==> config.mk <==
export PLATFORM = sky130hd
export DESIGN_NAME = fccw_ctrl
export DESIGN_NICKNAME = d
export VERILOG_FILES = /design/src/sv/fccw_pkg.sv /design/src/sv/fccw_ctrl.sv
export VERILOG_INCLUDE_DIRS = /design/src /design/src/sv
export SDC_FILE = /design/constraint.sdc
export NUM_CORES = 1
export LEC_CHECK = 0
export ABC_AREA = 1
export BUFFER_PORTS_ARGS = -buffer_cell sky130_fd_sc_hd__buf_2
export CAP_MARGIN = 20
export CELL_PAD_IN_SITES_DETAIL_PLACEMENT = 1
export CELL_PAD_IN_SITES_GLOBAL_PLACEMENT = 2
export CORE_AREA = 2 2 39 41
export DETAILED_ROUTE_END_ITERATION = 8
export DIE_AREA = 0 0 41 43
export PLACE_DENSITY_LB_ADDON = 0.1
export REMOVE_ABC_BUFFERS = 1
export SYNTH_ARGS = -nofsm -noshare
export SYNTH_HDL_FRONTEND = slang
export SYNTH_SLANG_ARGS = --single-unit
==> constraint.sdc <==
create_clock -name clock -period 1.9 [get_ports clock]
set_input_delay 0.095 -clock clock [delete_from_list [all_inputs] [get_ports clock]]
set_output_delay 0.095 -clock clock [all_outputs]
set_load 0.02 [all_outputs]
==> src/sv/fat12_cluster_chain_sector_walker_defines.svh <==
// Assertion macros shared by the sector walker RTL.
// Each macro samples on the rising clock and is disabled while reset is high.
`ifndef FAT12_CLUSTER_CHAIN_SECTOR_WALKER_DEFINES_SVH
`define FAT12_CLUSTER_CHAIN_SECTOR_WALKER_DEFINES_SVH

// Same-cycle implication between two conditions.
`define FCCW_ASSERT_NOW(lbl, cond, prop, msg) \
   lbl: assert property (@(posedge clock) disable iff (reset) (cond) |-> (prop)) \
      else $error(msg);

// Implication that must hold in the cycle after the condition.
`define FCCW_ASSERT_NEXT(lbl, cond, prop, msg) \
   lbl: assert property (@(posedge clock) disable iff (reset) (cond) |=> (prop)) \
      else $error(msg);

`endif

==> src/sv/fccw_pkg.sv <==
// Package for the FAT12 cluster chain sector walker.
// Holds the action codes, controller states and control/status structs.
`default_nettype none

package fccw_pkg;

   // Item actions.
   typedef enum logic [1:0] {
      ACT_LOAD        = 2'd0,
      ACT_OPEN_CHAIN  = 2'd1,
      ACT_OPEN_LINEAR = 2'd2,
      ACT_ADVANCE     = 2'd3
   } action_type;

   // Controller states.
   typedef enum logic [2:0] {
      ST_IDLE,
      ST_FETCH_HI,
      ST_FETCH_DONE,
      ST_CALC,
      ST_OUT
   } state_type;

   // Configuration register indexes.
   localparam logic CSR_DATA_LBA = 1'b0;
   localparam logic CSR_SPC      = 1'b1;

   // Cluster values at or above this mark end a chain.
   localparam logic [11:0] CLUSTER_END   = 12'hFF8;
   // First cluster number of the data area.
   localparam logic [31:0] FIRST_CLUSTER = 32'd2;
   // Reset value of the cluster size register.
   localparam logic [7:0]  SPC_RESET     = 8'd1;

   // Commands from the controller to the datapath.
   typedef struct packed {
      logic mem_write;   // write one table byte
      logic item_apply;  // apply an open or advance item to the walk state
      logic rd_hi;       // read the high byte of the table entry
      logic fetch_lo;    // capture the low byte of the entry
      logic fetch_hi;    // build the next cluster from both bytes
      logic mul_load;    // register the cluster offset product
      logic out_load;    // load the result register
   } cmd_type;

   // Status from the datapath to the controller.
   typedef struct packed {
      action_type action;       // action of the item on the input channel
      logic       wrap_needed;  // advance item leaves the current cluster
      logic       out_free;     // result register can take a new item
   } stat_type;

endpackage

`default_nettype wire

==> src/sv/fccw_ctrl.sv <==
// Controller state machine of the sector walker.
// Depends on fccw_pkg and the assertion macro header.
`default_nettype none
`include "fat12_cluster_chain_sector_walker_defines.svh"

module fccw_ctrl
   import fccw_pkg::*;
(
   input  wire logic     clock,
   input  wire logic     reset,
   input  wire logic     req_valid,
   output logic          req_ready,
   input  wire stat_type stat,
   output cmd_type       cmd
);

   state_type state_ff;
   state_type state_in;
   logic      accept;

   assign req_ready = (state_ff == ST_IDLE);
   assign accept    = req_valid && req_ready;

   // State register.
   always_ff @(posedge clock) begin
      if (reset) begin
         state_ff <= ST_IDLE;
      end else begin
         state_ff <= state_in;
      end
   end

   // Next state.
   always_comb begin
      state_in = state_ff;
      case (state_ff)
         ST_IDLE: begin
            if (accept && stat.action != ACT_LOAD) begin
               state_in = stat.wrap_needed ? ST_FETCH_HI : ST_CALC;
            end
         end
         ST_FETCH_HI:   state_in = ST_FETCH_DONE;
         ST_FETCH_DONE: state_in = ST_CALC;
         ST_CALC:       state_in = ST_OUT;
         ST_OUT: begin
            if (stat.out_free) begin
               state_in = ST_IDLE;
            end
         end
         default:       state_in = ST_IDLE;
      endcase
   end

   // Command outputs.
   always_comb begin
      cmd            = '0;
      cmd.mem_write  = accept && stat.action == ACT_LOAD;
      cmd.item_apply = accept && stat.action != ACT_LOAD;
      case (state_ff)
         ST_FETCH_HI: begin
            cmd.rd_hi    = 1'b1;
            cmd.fetch_lo = 1'b1;
         end
         ST_FETCH_DONE: cmd.fetch_hi = 1'b1;
         ST_CALC:       cmd.mul_load = 1'b1;
         ST_OUT:        cmd.out_load = stat.out_free;
         default:       cmd.rd_hi    = 1'b0;
      endcase
   end

   // A cluster change always runs through both table byte fetches.
   `FCCW_ASSERT_NEXT(a_fetch_seq, state_ff == ST_FETCH_HI, state_ff == ST_FETCH_DONE, "fetch order broken")
   // An advance that leaves its cluster must go fetch the table entry.
   `FCCW_ASSERT_NEXT(a_wrap_fetch, cmd.item_apply && stat.wrap_needed, state_ff == ST_FETCH_HI, "wrap without fetch")
   // A result never overwrites one that is still waiting.
   `FCCW_ASSERT_NOW(a_out_free, cmd.out_load, stat.out_free, "result register overrun")

endmodule

`default_nettype wire

==> flow_summary_export.csv, run 1 <==
group,metric,value,unit
global_route,grt_pass1_wl,1030,um
routing,drt_pass1_iterations,1,
sta,hold_violations,0,
global_route,antenna_found_initial,0,
sta,fin_skew,0.00519,ns
final_layout,reg_top3,"state_ff: 3 flops",
yosys,yosysUniqueCellTypes,14,
routing,drt-total-wl,609,um
final_layout,fill_cells,188,
global_route,grt_pass1_vias,271,
routing,wire_per_inst,9.23,um
sta,postLayoutSetupSlackWorst,0.567,ns
setup_path,crit_arrival,1.24,ns
global_route,grt_util_met2,0.141,
clock_tree,cts_tree,"built",
setup_path,critPathCaptureType,"primary output",
global_route,grt_usage,0.0883,
min_path,min_path_type,"input pin to flip-flop",
final_layout,drive_above_1_share,0.460,
floorplanning,core,1380,um2
clock_tree,cts.sinks,3,
floorplanning,initial_utilization,0.152,
sta,rsz0062_at_grt,"no",
job,maxCapViolations,0,
global_route,top_usage_layer,"met2",
setup_path,critPathMaxFanout,5,
routing,num_vias,262,
placed_design,dp_hpwl,534,um
final_layout,multi_input_area,113,um2
final_layout,area_growth,48.2,%
pwr,total_power,315,uW
yosys,ys_warn_count,0,
yosys,synth_area,210,um2
global_route,grt_overflow,0,
final_layout,largest_reg_flops,3,
sta,hold-worst-slack,0.0460,ns
setup_path,crit_required,1.80,ns
yosys,synth-seq-cells,3,
clock_tree,htree_levels,1,
sta,setup-tns-final,0,ns
final_layout,final_area,312,um2
clock_tree,cts_buffer_depth,2,
routing,drc,0,
floorplanning,die_x,41,um
final_layout,final-instance-count-excl-fill,66,
sta,setup_viol,0,
clock_tree,clk_pin_slew_worst_paths,0.04,ns
final_layout,max_flop_register,"state_ff",
sta,maxSlewHeadroom,0.840,
final_layout,fin_nets,58,
clock_tree,numCtsBuffers,3,
setup_path,cp-start-kind,"flip-flop",
placed_design,dp_cells,62,
yosys,synth-seq-area-share,0.286,
placed_design,io_buffers,14,
global_route,grt_max_degree,8,
global_route,use_met1,0.0897,
floorplanning,std_cell_rows,14,
sta,post-route-period-util,0.702,
pwr,p_leak,0.180,nW
routing,drt_iter0_drc,0,
clock_tree,cts_resized,0,
floorplanning,die_area,1760,um2
placed_design,place_congestion,0.586,
routing,via_per_inst,3.97,
sta,post-route-min-period,1.33,ns
pwr,ir_drop,0.201,mV
final_layout,seqCellArea,60.1,um2
run_status,status,"finished clean",
routing,ant_nets,0,
floorplanning,fp.dieH,43,um
global_route,grtUsageMet3,0.0314,
sta,worst_pin_slew,0.237,ns
clock_tree,worstSkewPairLatency,0.24,ns
final_layout,fin_util,0.225,
yosys,syn_area_per_cell,6.18,um2
clock_tree,cts_hold_buf,0,
placed_design,placed_cell_area,285,um2
pwr,cellPowerDensity,1010,nW/um2
sta,fmax,750,MHz
final_layout,diodes,0,
setup_path,path_class,"flip-flop to primary output",
floorplanning,num_io_pins,15,
clock_tree,cts-root-buf,"clkbuf_4",
placed_design,place_worst_setup_slack,0.787,ns
clock_tree,cts_setup_buffers,0,
yosys,synthCells,34,
sta,slew_viol_final,0,
==> final timing paths <==
path,depth (start not counted),slack [ns],from,endpoint
max,6,0.57,state_ff[0],cmd[6]
min,2,0.05,reset,state_ff[0]
max reg2reg,4,0.98,state_ff[1],state_ff[0]
min reg2reg,2,0.60,state_ff[0],state_ff[2]
==> cells by family after synthesis <==
kind of cell | count (synthesis) | synth area share
and+or+nand+nor | 21 | 0.470
AOI/OAI and AO/OA | 2 | 0.0655
DFF | 3 | 0.286
buffers and inverters | 8 | 0.179
==> cell usage in the layout (no fill, tap or decap), drive strengths merged <==
| master | instances |
|---|---|
| o21ai | 1 |
| nor4 | 1 |
| nor2 | 8 |
| clkbuf | 4 |
| nor3 | 2 |
| inv | 6 |
| buf | 14 |
| nand2 | 6 |
| nand3 | 4 |
| a21oi | 1 |
| dfxtp | 3 |
==> power breakdown <==
part	leakage [nW]	switching [mW]	internal (mW)	total, mW
Combinational	0.140	0.0751	0.0404	0.116
Clock	0.0150	0.0352	0.0789	0.114
Sequential	0.0247	0.0135	0.0717	0.0852
==> cell usage after synthesis <==
cell / instances / area share
nand3_1: 4 / 0.095
nor2_1: 7 / 0.13
inv_1: 4 / 0.071
o21ai_2: 1 / 0.042
nand2_2: 1 / 0.030
nor2_2: 1 / 0.030
nand2_1: 5 / 0.089
nor4_1: 1 / 0.030
nor3_2: 1 / 0.048
inv_2: 2 / 0.036
a21oi_1: 1 / 0.024
dfxtp_1: 3 / 0.29
buf_4: 2 / 0.071
nor3_1: 1 / 0.024
==> routing by layer <==
| metal | part of all wire | up-vias | wire (um) |
|---|---|---|---|
| li1 | - | 135 | - |
| met1 | 0.36 | 117 | 220 |
| met2 | 0.56 | 10 | 342 |
| met3 | 0.076 | 0 | 46 |
| met4 | 0 | 0 | 0 |
| met5 | 0 | - | 0 |
==> critical path: stages (launching register included) <==
cell,delay [ns]
dfxtp_1,0.34
inv_2,0.09
nand2_2,0.06
nor2_2,0.13
nand2_1,0.09
nor3_2,0.11
buf_2,0.18
==> area by class of cell <==
class | count | area share
multi-input cells | 23 | 0.361
repair buffers | 14 | 0.225
flip-flops and latches | 3 | 0.193
clock buffers | 4 | 0.0843
inverters | 6 | 0.0723
well taps | 16 | 0.0643
Power figures use the tool's default switching activity.
==> run 2: changes to the inputs <==
CORE_AREA = unset   (was 2 2 39 41)
CORE_MARGIN = 2   (was unset)
CORE_UTILIZATION = 15   (was unset)
DIE_AREA = unset   (was 0 0 41 43)
clock period = 1.4 ns   (was 1.9 ns; I/O delays follow)
==> run 2 against run 1 <==
Effect of this change: combinational power increased by 44%; utilization grew 2.2 points; total power is 39% higher; design area is 3.2% higher; sequential power increased by 38%; largest power group unchanged; sequential cell count is the same; clock power up 34%; hold slack got worse by 0.032 ns; non-clock buffer count unchanged; critical path type unchanged; register-to-register slack lost 0.54 ns; via count is 6.1% higher.
==> flow_summary_export.csv, run 2 (synthesis results as in run 1) <==
group,metric,value,unit
final_layout,fill_cells,181,
routing,drc,0,
setup_path,crit_required,1.33,ns
floorplanning,fp.dieH,41.4,um
setup_path,cpMostUsedCell,"nand2_2",
final_layout,final_cell_mix,"13 x buf_2, 7 x nor2_1, 4 x nand3_1, 4 x inv_1, 4 x nand2_1",
floorplanning,die_x,41.4,um
sta,worst_pin_slew,0.277,ns
sta,setup-tns-final,0,ns
pwr,p_int,264,uW
global_route,grt_overflow,0,
routing,wire_per_inst,9.60,um
clock_tree,cts_hold_buf,0,
routing,drt_pass1_iterations,4,
routing,num_vias,278,
global_route,grt_pass1_wl,979,um
final_layout,final_common_cell,"buf_2",
sta,hold_violations,0,
clock_tree,htree_levels,1,
job,maxCapViolations,0,
routing,ant_nets,0,
setup_path,rrSetupSlack,0.44,ns
pwr,combPwrFrac,0.382,
pwr,cellPowerDensity,1360,nW/um2
global_route,grt_pass1_vias,253,
clock_tree,cts_tree,"built",
pwr,p_clk_frac,0.349,
sta,slew_viol_final,0,
final_layout,drive_above_1_share,0.500,
routing,drt_iter0_drc,2,
placed_design,place_congestion,0.639,
pwr,ir_drop,0.329,mV
final_layout,max_flop_register,"state_ff",
final_layout,area_growth,53.0,%
setup_path,path_class,"flip-flop to primary output",
clock_tree,cts.sinks,3,
setup_path,critPathCaptureType,"primary output",
clock_tree,cts_setup_buffers,0,
setup_path,cp-start-kind,"flip-flop",
global_route,grt_usage,0.0790,
clock_tree,cts_resized,0,
floorplanning,die_area,1720,um2
setup_path,critPathMaxFanout,5,
sta,setup_viol,0,
routing,drt-total-wl,624,um
setup_path,crit_arrival,1.19,ns
pwr,netSwitchingPower,173,uW
sta,post-route-min-period,1.26,ns
setup_path,cp_slowest_cell,"dfxtp_1",
placed_design,dp_cells,61,
clock_tree,clk_pin_slew_worst_paths,0.04,ns
floorplanning,std_cell_rows,13,
global_route,antenna_found_initial,0,
placed_design,place_worst_setup_slack,0.298,ns
final_layout,fin_util,0.247,
routing,via_per_inst,4.28,
final_layout,fin_nets,58,
sta,postLayoutSetupSlackWorst,0.135,ns
clock_tree,numCtsBuffers,3,
final_layout,multi_input_area,120,um2
sta,fmax,791,MHz
clock_tree,cts-root-buf,"clkbuf_4",
final_layout,seqCellArea,61.3,um2
sta,fin_skew,0.00345,ns
setup_path,crit_chain,"inv_2 -> nand2_2 -> nor2_4 -> nand2_2 -> nor3_2 -> buf_4",
floorplanning,initial_utilization,0.162,
pwr,p_leak,0.182,nW
global_route,grt_max_degree,8,
sta,rsz0062_at_grt,"no",
final_layout,diodes,0,
setup_path,path_buf_inv,2,
sta,maxSlewHeadroom,0.815,
clock_tree,cts_buffer_depth,2,
pwr,sequentialPowerShare,0.269,
pwr,swShare,0.396,
min_path,min_path_type,"input pin to flip-flop",
setup_path,max_stage_delay,0.35,ns
final_layout,reg_top3,"state_ff: 3 flops",
final_layout,final-instance-count-excl-fill,65,
sta,post-route-period-util,0.903,
floorplanning,num_io_pins,15,
run_status,status,"finished clean",
placed_design,dp_hpwl,549,um
floorplanning,core,1300,um2
setup_path,crit_family,"simple AND/OR/NAND/NOR gates",
placed_design,io_buffers,14,
clock_tree,worstSkewPairLatency,0.23,ns
final_layout,largest_reg_flops,3,
-- run 2: cell counts in the layout (fill, tap and decap cells not counted) --
No cell type changed its count.
-- run 2: routing by layer --
metal,wire [um],share of wire,GRT usage
met2,366,0.59,0.131
met3,40,0.064,0.0348
met4,15,0.024,0.0968
met5,0,0,0
met1,202,0.32,0.0607
-- run 2: layout make-up --
class                           instances  share of cell area
Clock buffer                            4              0.0817
Inverter                                6              0.0700
Multi-Input combinational cell         23               0.374
Sequential cell                         3               0.191
Tap cell                               15              0.0584
Timing Repair Buffer                   14               0.226
-- run 2: final timing paths --
kind,startpoint,end,cells past startpoint
worst min register to register,state_ff[0],state_ff[2],2
worst max register to register,state_ff[1],state_ff[0],4
worst min-delay path,reset,state_ff[2],2
worst max-delay path,state_ff[0],cmd[6],6
-- run 2: metrics by stage --
stage	hold slack, ns	power (mW)	area, um2
after floorplan	0.139	0.221	195
after global placement	0.266	0.274	284
after detailed placement	0.272	0.279	284
after CTS	0.0218	0.438	310
after global routing	0.00326	0.482	322
final	0.0143	0.437	322
-- run 2: power groups by stage --
stage	clock, mW	sequential (mW)	combinational [mW]
6_report	0.153	0.118	0.167
5_1_grt	0.176	0.120	0.186
4_1_cts	0.160	0.115	0.163
3_5_place_dp	0	0.117	0.162
3_3_place_gp	0	0.117	0.157
2_1_floorplan	0	0.113	0.109
